<file path="src/design/scb_pkg.sv">
package scb_pkg;

    localparam int RING_DEPTH = 256;
    localparam int PTR_W      = $clog2(RING_DEPTH);
    localparam int KEY_COUNT  = 128;
    localparam int KEY_W      = $clog2(KEY_COUNT);
    localparam int CODE_W     = 8;
    localparam int KIDX_W     = 7;
    localparam int REQ_W      = 3;
    localparam int TABLE_LEN  = 84;
    localparam int S_TDATA_W  = 16;
    localparam int M_TDATA_W  = 16;

    localparam logic [6:0] CODE_LSHIFT = 7'h2A;
    localparam logic [6:0] CODE_RSHIFT = 7'h36;
    localparam logic [6:0] CODE_ALT    = 7'h38;

    typedef enum logic [REQ_W-1:0] {
        REQ_SCAN  = 3'd0,
        REQ_READ  = 3'd1,
        REQ_ALT   = 3'd2,
        REQ_CLEAR = 3'd3,
        REQ_QUERY = 3'd4
    } req_t;

    typedef enum logic [2:0] {
        ST_IDLE  = 3'b001,
        ST_EXEC  = 3'b010,
        ST_FETCH = 3'b100
    } state_t;

    // Controller to datapath.
    typedef struct packed {
        logic capture;      // latch the accepted request
        logic commit_op;    // apply a non-read request and load the result
        logic commit_read;  // load the fetched character and advance the read pointer
    } cmd_t;

    // Datapath to controller.
    typedef struct packed {
        logic is_read;
    } status_t;

    // One result, lowest field in the lowest bits.
    typedef struct packed {
        logic       snapshot_pulse;
        logic       key_down;
        logic       alt_seen;
        logic       char_valid;
        logic [7:0] char_out;
    } result_t;

    localparam logic [7:0] LOWER_TAB [0:TABLE_LEN-1] = '{
        8'h00, 8'h1B, 8'h31, 8'h32, 8'h33, 8'h34, 8'h35, 8'h36, 8'h37, 8'h38,
        8'h39, 8'h30, 8'h2D, 8'h3D,
        8'h08, 8'h09, 8'h71, 8'h77, 8'h65, 8'h72, 8'h74, 8'h79, 8'h75, 8'h69,
        8'h6F, 8'h70, 8'h5B, 8'h5D,
        8'h0A, 8'h00, 8'h61, 8'h73, 8'h64, 8'h66, 8'h67, 8'h68, 8'h6A, 8'h6B,
        8'h6C, 8'h3B, 8'h27, 8'h60,
        8'h00, 8'h5C, 8'h7A, 8'h78, 8'h63, 8'h76, 8'h62, 8'h6E, 8'h6D, 8'h2C,
        8'h2E, 8'h2F, 8'h00, 8'h2A,
        8'h00, 8'h20, 8'h00, 8'h00, 8'h00, 8'h00, 8'h00, 8'h00, 8'h00, 8'h00,
        8'h00, 8'h00, 8'h00, 8'h00,
        8'h00, 8'h00, 8'h26, 8'h00, 8'h2D, 8'h25, 8'h00, 8'h27, 8'h2B, 8'h00,
        8'h28, 8'h00, 8'h00, 8'h00
    };

    localparam logic [7:0] UPPER_TAB [0:TABLE_LEN-1] = '{
        8'h00, 8'h1B, 8'h21, 8'h40, 8'h23, 8'h24, 8'h25, 8'h5E, 8'h26, 8'h2A,
        8'h28, 8'h29, 8'h5F, 8'h2B,
        8'h08, 8'h09, 8'h51, 8'h57, 8'h45, 8'h52, 8'h54, 8'h59, 8'h55, 8'h49,
        8'h4F, 8'h50, 8'h7B, 8'h7D,
        8'h0A, 8'h00, 8'h41, 8'h53, 8'h44, 8'h46, 8'h47, 8'h48, 8'h4A, 8'h4B,
        8'h4C, 8'h3A, 8'h22, 8'h7E,
        8'h00, 8'h7C, 8'h5A, 8'h58, 8'h43, 8'h56, 8'h42, 8'h4E, 8'h4D, 8'h3C,
        8'h3E, 8'h3F, 8'h00, 8'h2A,
        8'h00, 8'h20, 8'h00, 8'h00, 8'h00, 8'h00, 8'h00, 8'h00, 8'h00, 8'h00,
        8'h00, 8'h00, 8'h00, 8'h00,
        8'h00, 8'h00, 8'h00, 8'h00, 8'h2D, 8'h00, 8'h00, 8'h00, 8'h2B, 8'h00,
        8'h00, 8'h00, 8'h00, 8'h00
    };

    // Codes past the end of the tables map to zero.
    function automatic logic [7:0] char_lookup(input logic [6:0] key, input logic shift);
        logic [7:0] ch;
        ch = 8'h00;
        if (int'(key) < TABLE_LEN) begin
            ch = shift ? UPPER_TAB[key] : LOWER_TAB[key];
        end
        return ch;
    endfunction

    function automatic logic [PTR_W-1:0] ptr_next(input logic [PTR_W-1:0] p);
        logic [PTR_W-1:0] n;
        if (p == PTR_W'(RING_DEPTH - 1)) begin
            n = '0;
        end else begin
            n = p + PTR_W'(1);
        end
        return n;
    endfunction

endpackage

</file>
<file path="src/design/scb_ctrl.sv">
module scb_ctrl
    import scb_pkg::*;
(
    input  logic    aclk,
    input  logic    aresetn,
    input  logic    s_tvalid,
    output logic    s_tready,
    input  logic    m_tready,
    output logic    m_tvalid,
    input  status_t status,
    output cmd_t    cmd
);

    state_t state_reg, state_next;
    logic   out_valid_reg, out_valid_next;
    logic   out_free;

    // The output register can take a result when empty or being drained.
    assign out_free = !out_valid_reg || m_tready;
    assign s_tready = (state_reg == ST_IDLE);
    assign m_tvalid = out_valid_reg;

    always_comb begin
        state_next = state_reg;
        cmd        = '0;
        unique case (state_reg)
            ST_IDLE: begin
                if (s_tvalid) begin
                    cmd.capture = 1'b1;
                    state_next  = ST_EXEC;
                end
            end
            ST_EXEC: begin
                if (status.is_read) begin
                    state_next = ST_FETCH;
                end else if (out_free) begin
                    cmd.commit_op = 1'b1;
                    state_next    = ST_IDLE;
                end
            end
            ST_FETCH: begin
                if (out_free) begin
                    cmd.commit_read = 1'b1;
                    state_next      = ST_IDLE;
                end
            end
            default: state_next = ST_IDLE;
        endcase
    end

    always_comb begin
        if (cmd.commit_op || cmd.commit_read) begin
            out_valid_next = 1'b1;
        end else if (m_tready) begin
            out_valid_next = 1'b0;
        end else begin
            out_valid_next = out_valid_reg;
        end
    end

    always_ff @(posedge aclk) begin
        if (!aresetn) begin
            state_reg     <= ST_IDLE;
            out_valid_reg <= 1'b0;
        end else begin
            state_reg     <= state_next;
            out_valid_reg <= out_valid_next;
        end
    end

endmodule

</file>
<file path="src/design/scb_dp.sv">
module scb_dp
    import scb_pkg::*;
(
    input  logic                  aclk,
    input  logic                  aresetn,
    input  logic [REQ_W-1:0]      req_in,
    input  logic [CODE_W-1:0]     code_in,
    input  logic [KIDX_W-1:0]     kidx_in,
    input  cmd_t                  cmd,
    output status_t               status,
    output logic [M_TDATA_W-1:0]  result_data
);

    logic [REQ_W-1:0]  req_reg;
    logic [CODE_W-1:0] code_reg;
    logic [KIDX_W-1:0] kidx_reg;

    logic                 shift_reg, shift_next;
    logic                 alt_reg, alt_next;
    logic [PTR_W-1:0]     wptr_reg, wptr_next;
    logic [PTR_W-1:0]     rptr_reg, rptr_next;
    logic [KEY_COUNT-1:0] keymap_reg, keymap_next;

    logic [7:0] ring [0:RING_DEPTH-1];
    logic [7:0] rd_data_reg;
    logic       ring_we;
    logic [7:0] push_char;

    result_t out_reg, out_next;

    logic [6:0]       key;
    logic             is_break;
    logic             shift_code;
    logic [PTR_W-1:0] wptr_inc;

    assign key        = code_reg[6:0];
    assign is_break   = code_reg[7];
    assign shift_code = (key == CODE_LSHIFT) || (key == CODE_RSHIFT);
    assign wptr_inc   = ptr_next(wptr_reg);
    assign push_char  = char_lookup(key, shift_reg);

    assign status.is_read = (req_reg == REQ_READ);
    assign result_data    = M_TDATA_W'(out_reg);

    always_comb begin
        shift_next  = shift_reg;
        alt_next    = alt_reg;
        wptr_next   = wptr_reg;
        rptr_next   = rptr_reg;
        keymap_next = keymap_reg;
        out_next    = out_reg;
        ring_we     = 1'b0;
        if (cmd.commit_op) begin
            out_next = '0;
            case (req_reg)
                REQ_SCAN: begin
                    keymap_next[KEY_W'(key)] = !is_break;
                    if (is_break) begin
                        if (shift_code) begin
                            shift_next = 1'b0;
                        end
                    end else if (shift_code) begin
                        shift_next = 1'b1;
                    end else if (key == CODE_ALT) begin
                        alt_next                = 1'b1;
                        out_next.snapshot_pulse = 1'b1;
                    end else begin
                        ring_we   = 1'b1;
                        wptr_next = wptr_inc;
                        // A full ring drops its oldest character.
                        if (wptr_inc == rptr_reg) begin
                            rptr_next = ptr_next(rptr_reg);
                        end
                    end
                end
                REQ_ALT: begin
                    out_next.alt_seen = alt_reg;
                    alt_next          = 1'b0;
                end
                REQ_CLEAR: begin
                    wptr_next = '0;
                    rptr_next = '0;
                end
                REQ_QUERY: begin
                    out_next.key_down = keymap_reg[KEY_W'(kidx_reg)];
                end
                default: ;
            endcase
        end else if (cmd.commit_read) begin
            out_next = '0;
            if (rptr_reg != wptr_reg) begin
                out_next.char_out   = rd_data_reg;
                out_next.char_valid = 1'b1;
                rptr_next           = ptr_next(rptr_reg);
            end
        end
    end

    always_ff @(posedge aclk) begin
        if (cmd.capture) begin
            req_reg  <= req_in;
            code_reg <= code_in;
            kidx_reg <= kidx_in;
        end
        out_reg <= out_next;
    end

    always_ff @(posedge aclk) begin
        if (ring_we) begin
            ring[wptr_reg] <= push_char;
        end
        rd_data_reg <= ring[rptr_reg];
    end

    always_ff @(posedge aclk) begin
        if (!aresetn) begin
            shift_reg  <= 1'b0;
            alt_reg    <= 1'b0;
            wptr_reg   <= '0;
            rptr_reg   <= '0;
            keymap_reg <= '0;
        end else begin
            shift_reg  <= shift_next;
            alt_reg    <= alt_next;
            wptr_reg   <= wptr_next;
            rptr_reg   <= rptr_next;
            keymap_reg <= keymap_next;
        end
    end

endmodule

</file>
<file path="src/design/scancode_to_char_buffer.sv">
// Keyboard scancode decoder with a character ring buffer.
// Requests enter on the s_ stream: s_tuser carries the request kind (scancode,
// read character, read and clear the alt flag, clear the ring, query a key) and
// s_tdata carries the scancode byte and the key number for a query.
// Each request produces exactly one result on the m_ stream, whose m_tdata holds
// the character read, its valid flag, the alt flag seen, the queried key state
// and the snapshot pulse raised by an alt make code; unused fields are zero.
// After acceptance a request passes an execute state, and a read-character request
// also a fetch state for the registered read port of the ring memory, before its
// result is loaded into the output register and m_tvalid rises. One request is in
// work at a time, so the block takes no new request until the last one is loaded.
// A finished result sits in an output register; the next request is accepted
// while it waits, and only its own completion waits for m_tready, so a stalled
// receiver holds the block after at most one more request.
// Reset (aresetn low, synchronous) clears the shift and alt flags, both ring
// pointers, the key map and the output valid flag. The ring storage itself is
// not cleared; the pointers ensure only written entries are ever read.
module scancode_to_char_buffer
    import scb_pkg::*;
(
    input  logic                 aclk,
    input  logic                 aresetn,
    input  logic                 s_tvalid,
    output logic                 s_tready,
    // [7:0] scan_code, [14:8] key_index, [15] zero
    input  logic [S_TDATA_W-1:0] s_tdata,
    // [2:0] req_type
    input  logic [REQ_W-1:0]     s_tuser,
    output logic                 m_tvalid,
    input  logic                 m_tready,
    // [7:0] char_out, [8] char_valid, [9] alt_seen, [10] key_down,
    // [11] snapshot_pulse, [15:12] zero
    output logic [M_TDATA_W-1:0] m_tdata
);

    cmd_t    cmd;
    status_t status;

    // Sequencing of each request and ownership of the output valid flag.
    scb_ctrl u_ctrl (
        .aclk     (aclk),
        .aresetn  (aresetn),
        .s_tvalid (s_tvalid),
        .s_tready (s_tready),
        .m_tready (m_tready),
        .m_tvalid (m_tvalid),
        .status   (status),
        .cmd      (cmd)
    );

    // Flags, key map, ring pointers, ring memory and the output register.
    scb_dp u_dp (
        .aclk        (aclk),
        .aresetn     (aresetn),
        .req_in      (s_tuser),
        .code_in     (s_tdata[CODE_W-1:0]),
        .kidx_in     (s_tdata[CODE_W +: KIDX_W]),
        .cmd         (cmd),
        .status      (status),
        .result_data (m_tdata)
    );

    // Only one request is in work, so an accepted request closes the input.
    a_one_in_flight: assert property (@(posedge aclk) disable iff (!aresetn)
        (s_tvalid && s_tready) |=> !s_tready)
        else $error("request accepted while another is in work");

    // A result never carries both a read character and a snapshot pulse.
    a_exclusive_fields: assert property (@(posedge aclk) disable iff (!aresetn)
        m_tvalid |-> !(m_tdata[8] && m_tdata[11]))
        else $error("result mixes a character read with a snapshot pulse");

    // A result marked invalid for a character carries no character.
    a_empty_read_zero: assert property (@(posedge aclk) disable iff (!aresetn)
        (m_tvalid && !m_tdata[8]) |-> (m_tdata[7:0] == 8'h00))
        else $error("nonzero character without its valid flag");

    // A non-read request shows its result, committed from the execute state, when
    // the output side was free at acceptance.
    a_result_latency: assert property (@(posedge aclk) disable iff (!aresetn)
        (s_tvalid && s_tready && (s_tuser != REQ_READ) && (!m_tvalid || m_tready))
        |-> ##2 m_tvalid)
        else $error("result missing after a request");

endmodule

</file>
<file path="config.mk">
export PLATFORM = sky130hd
export DESIGN_NAME = scancode_to_char_buffer
export DESIGN_NICKNAME = d
export VERILOG_FILES = /design/src/design/scb_pkg.sv /design/src/design/scb_ctrl.sv /design/src/design/scb_dp.sv /design/src/design/scancode_to_char_buffer.sv
export SDC_FILE = /design/constraint.sdc
export NUM_CORES = 2
export LEC_CHECK = 0
export ABC_CLOCK_PERIOD_IN_PS = 48700
export BUFFER_PORTS_ARGS = -buffer_cell sky130_fd_sc_hd__buf_4
export CAP_MARGIN = 10
export CORE_ASPECT_RATIO = 1.5
export CORE_MARGIN = 8
export CORE_UTILIZATION = 45
export DETAILED_ROUTE_END_ITERATION = 10
export HOLD_SLACK_MARGIN = 0.02
export SETUP_SLACK_MARGIN = 0.3
export SLEW_MARGIN = 40
export SYNTH_ARGS = -nofsm -noshare
export SYNTH_HDL_FRONTEND = slang
export SYNTH_SLANG_ARGS = --single-unit
</file>
<file path="constraint.sdc">
create_clock -name aclk -period 48.7 [get_ports aclk]
set_clock_uncertainty 0.05 [all_clocks]
set_input_delay 4.87 -clock aclk [delete_from_list [all_inputs] [get_ports aclk]]
set_output_delay 4.87 -clock aclk [all_outputs]
set_load 0.02 [all_outputs]
</file>
# ---- Yosys cells after proc, flatten, opt, wreduce, memory -nomap -nowiden
# Memory sizes are Yosys's and may differ from the RTL's. A register that Yosys moved wholly into a read port is not among the register bits.
# Index checks and enable logic that the tools add are counted.
dict set report word_totals {
  regBits 180
  ramBits 2048
  mem_bits_ro 2048
  in_bits 23
  output_inout_bits 18
  word_cells 127
  mem_count 3
}
# memory depth word_bits rd rd_clocked_by_memory_dff write_ports line_no
set memory_table {}
lappend memory_table {u_dp.ring 256 8 1 1 1 scb_dp.sv:24} ;# logic [7:0] ring [0:RING_DEPTH-1];
lappend memory_table {{(name not given)} 128 8 1 0 0 scb_pkg.sv:88} ;# ch = shift ? UPPER_TAB[key] : LOWER_TAB[key];
lappend memory_table {{(name not given)} 128 8 1 0 0 scb_pkg.sv:88}
dict set report op_classes {
  add_sub_neg 2
  magnitude_cmp 5
  n_eq_ne 24
  muxes 60
  bitwise_logic 1
  n_reduce_logical 17
}
# cell n
set op_table {}
lappend op_table {{2-to-1 mux 8 bit} 18}
lappend op_table {{bitwise mux 128 bit} 1}
lappend op_table {{case mux 8 bit (2 select lines)} 2}
lappend op_table {{2-to-1 mux 1 bit} 29}
lappend op_table {{2-to-1 mux 12 bit} 2}
lappend op_table {{equality test 7 x 6 -> 1 bit, second input constant} 3}
lappend op_table {{adder 8 x 1 -> 8 bit, second input constant} 2}
lappend op_table {{equality test 8 bit, second input constant} 2}
lappend op_table {{< comparator 7 x 8 -> 1 bit, second input constant} 2}
lappend op_table {{AND reduction 5 bit} 2}
lappend op_table {{nonzero test 2 bit} 5}
lappend op_table {{equality test 3 x 2 -> 1 bit, second input constant} 3}
lappend op_table {{2-to-1 mux 3 bit} 3}
lappend op_table {{2-to-1 mux 9 bit} 1}
lappend op_table {{!= test 3 bit, second input constant} 3}
lappend op_table {{case mux 3 bit (3 select lines)} 1}
lappend op_table {{equality test 8 bit} 1}
lappend op_table {{>= comparator 8 bit, second input constant} 1}
lappend op_table {{!= test 2 bit, second input constant} 4}
lappend op_table {{!= test 8 bit} 1}
lappend op_table {{inverter 7 -> 8 bit} 1}
lappend op_table {{binary-select mux 1 bit (select 7 bit)} 1}
lappend op_table {{demux 1 bit (select 7 bit)} 1}
lappend op_table {{>= comparator 7 x 1 -> 1 bit, second input constant} 1}
lappend op_table {{other kinds (14)} 19}

# ---- Logic depth before layout (Yosys ltp)
dict set report logic_depth {
  depth_word 9
  depth_mapped 12
  ltp_nobuf 9
}

# ---- Cells and area by module
# A second synthesis with hierarchy kept.
dict set report hier_totals {
  hier_cells 4296
  area_unflattened_um2 79022.0
}
# mod n_inst cells_per_inst area_each_um2 seq_area_each_um2
set by_module_without_submodules {}
lappend by_module_without_submodules {scb_dp 1 4271 78778.1 57665.3}
lappend by_module_without_submodules {scb_ctrl 1 25 244.0 80.1}

# ---- Worst setup path after synthesis
# Ideal clock, no wire load.
dict set report synth_path {
  path_type {register to register}
  start {reg u_dp.code_reg[1]}
  end {mem u_dp.ring[0][1], data pin}
  setup_time_ps 2427
  arrival_time_ps 12760
  t_required_ps 46223
  path_slack_ps 33463
  stages_incl_launch_ff 9
  path_buffers 0
  period_less_slack_ps 15237
  path_cell_list {edfxtp_1 -> clkinv_1 -> ha_1 -> or2_2 -> a21oi_1 -> nor4_1 -> a2111oi_0 -> a31oi_1 -> a311oi_1}
}
dict set report synth_via {
  elab_chain_cells 6
  elab_cells_between_ends 10
  classes_between {1 x order compare; 6 x mux; 1 x bitwise; 2 x memory}
}
# element line_no
set synth_rtl {}
lappend synth_rtl {{start: declaration} scb_dp.sv:15} ;# logic [CODE_W-1:0] code_reg;
lappend synth_rtl {{start signal: assignment} scb_dp.sv:102} ;# code_reg <= code_in;
lappend synth_rtl {{inverter 7 -> 8 bit (not written as such)} scb_pkg.sv:88}
lappend synth_rtl {{memory (128 x 8 bit)} n/a}
lappend synth_rtl {{2-to-1 mux 8 bit (not written as such) (2 in a row)} scb_pkg.sv:88}
lappend synth_rtl {{2-to-1 mux 8 bit} scb_pkg.sv:88}
lappend synth_rtl {{2-to-1 mux 8 bit (*)} scb_pkg.sv:87} ;# if (int'(key) < TABLE_LEN) begin
lappend synth_rtl {{via u_dp.push_char[1]} scb_dp.sv:27} ;# logic [7:0] push_char;
lappend synth_rtl {{end: declaration} scb_dp.sv:24}
# The timed path passes the listed nets; every way through them passes the cells marked *. The select of a mux whose other input is x is not followed.

# ---- Worst setup path after layout
dict set report layout_path {
  start {in m_tready}
  end {mem u_dp.ring[80][3], enable pin}
}
dict set report layout_via {
  elab_chain_cells 7
}
# element line_no
set layout_rtl {}
lappend layout_rtl {{start: declaration} scancode_to_char_buffer.sv:30} ;# input logic m_tready,
lappend layout_rtl {{logical OR 1 bit} scb_ctrl.sv:19} ;# assign out_free = !out_valid_reg || m_tready;
lappend layout_rtl {{2-to-1 mux 1 bit} scb_ctrl.sv:36} ;# end else if (out_free) begin
lappend layout_rtl {{2-to-1 mux 1 bit} scb_ctrl.sv:34} ;# if (status.is_read) begin
lappend layout_rtl {{2-to-1 mux 1 bit} scb_ctrl.sv:26} ;# unique case (state_reg)
lappend layout_rtl {{2-to-1 mux 1 bit} scb_dp.sv:53} ;# if (cmd.commit_op) begin
lappend layout_rtl {{2-to-1 mux 1 bit} scb_dp.sv:109} ;# if (ring_we) begin
lappend layout_rtl {{2-to-1 mux 1 bit (not written as such)} scb_dp.sv:110} ;# ring[wptr_reg] <= push_char;
# Every way passes these cells.

==> metrics.txt <==
# TYPE chip_impl_metric gauge
chip_impl_metric{name="power_spent_charging_and_discharging_nets",unit="µW"} 703
chip_impl_metric{name="synth_xor_xnor_area_share",unit=""} 0.00153
chip_impl_metric{name="drc_marker_count_from_the_first_detailed_route_iteration",unit=""} 4309
chip_impl_metric{name="power.share.switching",unit=""} 0.207
chip_impl_metric{name="yosys_warnings",unit=""} 0
chip_impl_metric{name="design.die.area",unit="mm²"} 0.193
chip_impl_metric{name="numPlacedInstances",unit=""} 6815
chip_impl_info{name="critical_path_class",value="primary input to flip-flop"} 1
chip_impl_metric{name="grt_pass1_vias",unit=""} 43700
chip_impl_metric{name="reg2reg_setup_slack",unit="ns"} 42.85
chip_impl_info{name="dominant_combinational_cell_family_by_area_after_synthesis",value="multiplexers"} 1
chip_impl_info{name="layout.cells.most_common",value="edfxtp_1"} 1
chip_impl_metric{name="gpl.final_weighted_congestion",unit=""} 0.856
chip_impl_metric{name="nFillCells",unit=""} 14500
chip_impl_metric{name="drive_above_1_share",unit=""} 0.176
chip_impl_metric{name="core-area",unit="mm²"} 0.178
chip_impl_metric{name="grt_pass1_wl",unit="µm"} 312000
chip_impl_metric{name="ir_drop",unit="mV"} 0.0267
chip_impl_metric{name="synth-edff-count",unit=""} 1813
chip_impl_metric{name="synth_compound_area_frac",unit=""} 0.0636
chip_impl_metric{name="path_clk_slew",unit="ns"} 0.06
chip_impl_info{name="clockRootBuffer",value="clkbuf_16"} 1
chip_impl_metric{name="holdBufCountCts",unit=""} 0
chip_impl_metric{name="post-route-period-util",unit=""} 0.159
chip_impl_metric{name="p_comb_frac",unit=""} 0.030
chip_impl_metric{name="cts-root-to-sink-buffers",unit=""} 4
chip_impl_metric{name="die_y_extent",unit="µm"} 534
chip_impl_metric{name="async_reset_ff_frac",unit=""} 0
chip_impl_info{name="worstSetupEndpointType",value="flip-flop"} 1
chip_impl_metric{name="port-buffer-count",unit=""} 34
chip_impl_info{name="worst_hold_startpoint",value="u_dp.rd_data_reg[5]"} 1
chip_impl_metric{name="wl_per_cell",unit="µm"} 30.3
chip_impl_metric{name="synthSimpleGateAreaFrac",unit=""} 0.0539
chip_impl_metric{name="detail_route.drc_violations",unit=""} 0
chip_impl_metric{name="hold_slack",unit="ns"} 0.389
chip_impl_info{name="synth.largest_area_cell",value="edfxtp_1"} 1
chip_impl_metric{name="critical_path.max_stage_delay",unit="ns"} 0.92
chip_impl_info{name="grt_setup_unrepaired",value="no"} 1
chip_impl_metric{name="initial_antenna_violation_count",unit=""} 1
chip_impl_metric{name="cp_max_fo",unit=""} 16
chip_impl_metric{name="seqPwrFrac",unit=""} 0.555
chip_impl_metric{name="cellInternalPower",unit="µW"} 2700
chip_impl_metric{name="finalSetupViolCount",unit=""} 0
chip_impl_info{name="kind_of_start_point_of_the_critical_path",value="primary input"} 1
chip_impl_info{name="outcome",value="complete, no violations"} 1
chip_impl_metric{name="cts_buffers",unit=""} 185
chip_impl_metric{name="crit_arrival",unit="ns"} 8.13
chip_impl_metric{name="max_capacitance_violation_total",unit=""} 0
chip_impl_metric{name="synthToLayoutAreaGrowth",unit="%"} 10.3
chip_impl_metric{name="floorplan.die.width",unit="µm"} 361
chip_impl_info{name="largest_delay_share_family_worst_path",value="simple AND/OR/NAND/NOR gates"} 1
chip_impl_metric{name="synth.mux.area_fraction",unit=""} 0.135
chip_impl_metric{name="route.final.wire_length",unit="µm"} 217000
chip_impl_metric{name="powerDensity",unit="mW/mm²"} 38.3
chip_impl_metric{name="cts_max_level",unit=""} 4
chip_impl_metric{name="sum_of_negative_setup_slack",unit="ns"} 0
chip_impl_info{name="synthTopCellsByArea",value="edfxtp_1 (68%), mux4_2 (9.6%), dfxtp_1 (4.1%), mux2i_1 (3.5%), nor2_1 (2.3%)"} 1
chip_impl_metric{name="synthAdderAreaFrac",unit=""} 0.00249
chip_impl_info{name="clock_tree_from_tritoncts",value="built"} 1
chip_impl_metric{name="synthCells",unit=""} 4710
chip_impl_metric{name="share_of_total_power_in_the_clock_network",unit=""} 0.415
chip_impl_metric{name="detail_route.vias_per_cell",unit=""} 6.15
chip_impl_metric{name="synth_sequential_area_ratio",unit=""} 0.718
chip_impl_metric{name="cellLeakagePower",unit="µW"} 0.0266
chip_impl_metric{name="grt_max_degree",unit=""} 196
chip_impl_metric{name="syn_area",unit="mm²"} 0.0804
chip_impl_info{name="final_cell_mix",value="edfxtp_1 (1,813), nor2_1 (483), mux4_2 (342)"} 1
chip_impl_metric{name="std_cell_rows",unit=""} 190
chip_impl_info{name="hold-path-endpoint",value="u_dp.result_data[5]"} 1
chip_impl_metric{name="max_freq",unit="MHz"} 129
chip_impl_metric{name="clock-sinks",unit=""} 1978
chip_impl_metric{name="netlist.area_leader.share",unit=""} 0.677
chip_impl_metric{name="fin_crit",unit="ns"} 7.76
chip_impl_metric{name="ys_ff_latch",unit=""} 1978
chip_impl_metric{name="timing.critical_path.required",unit="ns"} 49.07
chip_impl_info{name="worstReg2RegEnd",value="u_dp.rd_data_reg[3]"} 1
chip_impl_metric{name="grt_overflow_total",unit=""} 0
chip_impl_info{name="hold_path.class",value="flip-flop to flip-flop"} 1
chip_impl_info{name="regToRegStartpoint",value="u_dp.rptr_reg[0]"} 1
chip_impl_metric{name="number_of_flip_flops_under_the_largest_register_name",unit=""} 1792
chip_impl_metric{name="drv_slew",unit=""} 0
chip_impl_metric{name="insertion_delay_to_the_later_sink_of_the_worst_skew_pair",unit="ns"} 0.84
chip_impl_metric{name="grt_util_all_layers",unit=""} 0.219
chip_impl_info{name="worst_path_max_delay_cell",value="nor2_1"} 1
chip_impl_metric{name="synth.avg_cell_area",unit="µm²"} 17.1
chip_impl_metric{name="drt_pass1_iterations",unit=""} 9
chip_impl_metric{name="cts_resized",unit=""} 0
chip_impl_metric{name="ff2ff_path_depth",unit=""} 11
chip_impl_metric{name="timing.final.hold_violations",unit=""} 0
chip_impl_metric{name="design.portCount",unit=""} 41
chip_impl_metric{name="slew_at_the_pin_closest_to_its_max_slew_limit",unit="ns"} 0.918
chip_impl_metric{name="hpwlAfterDp",unit="µm"} 132000
chip_impl_info{name="yosys_most_used_dff",value="edfxtp_1"} 1
chip_impl_metric{name="drt.antenna.violating_nets",unit=""} 0
chip_impl_metric{name="final_cells",unit=""} 7147
chip_impl_metric{name="initial_standard_cell_utilization_of_the_core",unit=""} 0.452
chip_impl_metric{name="ys_types",unit=""} 99
chip_impl_metric{name="hold_depth",unit=""} 1
chip_impl_metric{name="worst_slew_margin_rel",unit=""} 0.388
chip_impl_metric{name="num-nets-final",unit=""} 4742
chip_impl_metric{name="vias",unit=""} 44000
chip_impl_info{name="critical_path_cell_sequence",value="buf_4 > nor2b_1 > or4_4 > nor3_4 > and3_1 > nand3_1 > nor2_1"} 1
chip_impl_metric{name="worst_path_buf_inv",unit=""} 1
chip_impl_metric{name="cts.repair_timing.setup_buffer_count",unit=""} 0
## stage by stage
| stage | cell area (µm²) | setup slack, ns | utilization | power [µW] |
|---|---|---|---|---|
| final | 88700 | 40.94 | 0.498 | 3400 |
| after global routing | 88700 | 40.89 | 0.498 | 3490 |
| after CTS | 88500 | 40.72 | 0.497 | 3420 |
| after detailed placement | 82800 | 39.89 | 0.465 | 2030 |
| after global placement | 82600 | 39.75 | 0.464 | 2020 |
| after floorplan | 80400 | 33.46 | - | 2000 |
## synthesized netlist by cell type, drive strengths merged (17+ instances only)
library cell and number:
a22o 18, nand2 151, o21ai 138, nor2b 35
inv 17, nor3 32, nor2 499, dfxtp 165
a22oi 82, nor4 17, nand2b 21, a221oi 60
a211oi 103, nand3 65, clkbuf 159, mux4 343
o22ai 38, mux2 29, a221o 27, mux2i 280
a21oi 142, or3 61, buf 186, a31oi 18
edfxtp 1813
## cell families (layout without fill, tap and decap cells)
logic type	after synthesis	count (layout)
adders and majority gates	16	16
muxes	652	652
other	1	8
buffers and inverters	364	490
xor gates and xnor gates	14	14
DFF	1978	1978
AOI/OAI and AO/OA	741	741
and+or+nand+nor	944	944
## power groups by stage
stage / Clock (µW) / Combinational [µW] / Sequential, µW
finish: 1410 / 103 / 1890
global route: 1490 / 111 / 1890
CTS: 1430 / 102 / 1890
detailed placement: 0 / 103 / 1920
global placement: 0 / 96.4 / 1930
floorplan: 0 / 55.1 / 1950
## area by class of cell
class	count	area (µm²)	share of cell area
antenna	3	7.51	0.0000847
clock buffer	231	4910	0.0553
clock inverter	93	841	0.00948
inverter	19	73.8	0.000832
multi-input combinational	2372	20900	0.235
sequential	1978	57800	0.651
tap	2304	2880	0.0325
timing repair buffer	147	1350	0.0153
## layer usage
layer / GRT usage / vias to the layer above / routed length, µm
met5: 0.00503 / - / 134
met4: 0.0991 / 2 / 11200
met3: 0.0284 / 431 / 13000
met2: 0.378 / 1673 / 110000
met1: 0.275 / 23000 / 82800
li1: - / 18800 / -
## how the worst max path moves through the flow
stage                     startpoint                 to  cells after the start
finish                      m_tready   u_dp.ring[80][3]                      7
global route                m_tready   u_dp.ring[80][3]                      7
CTS                         m_tready   u_dp.ring[91][0]                      7
detailed placement          m_tready   u_dp.ring[80][1]                      7
global placement            m_tready  u_dp.ring[125][0]                      7
floorplan           u_dp.code_reg[1]    u_dp.ring[0][1]                      8
No activity file was read; power rests on OpenSTA's default activity.
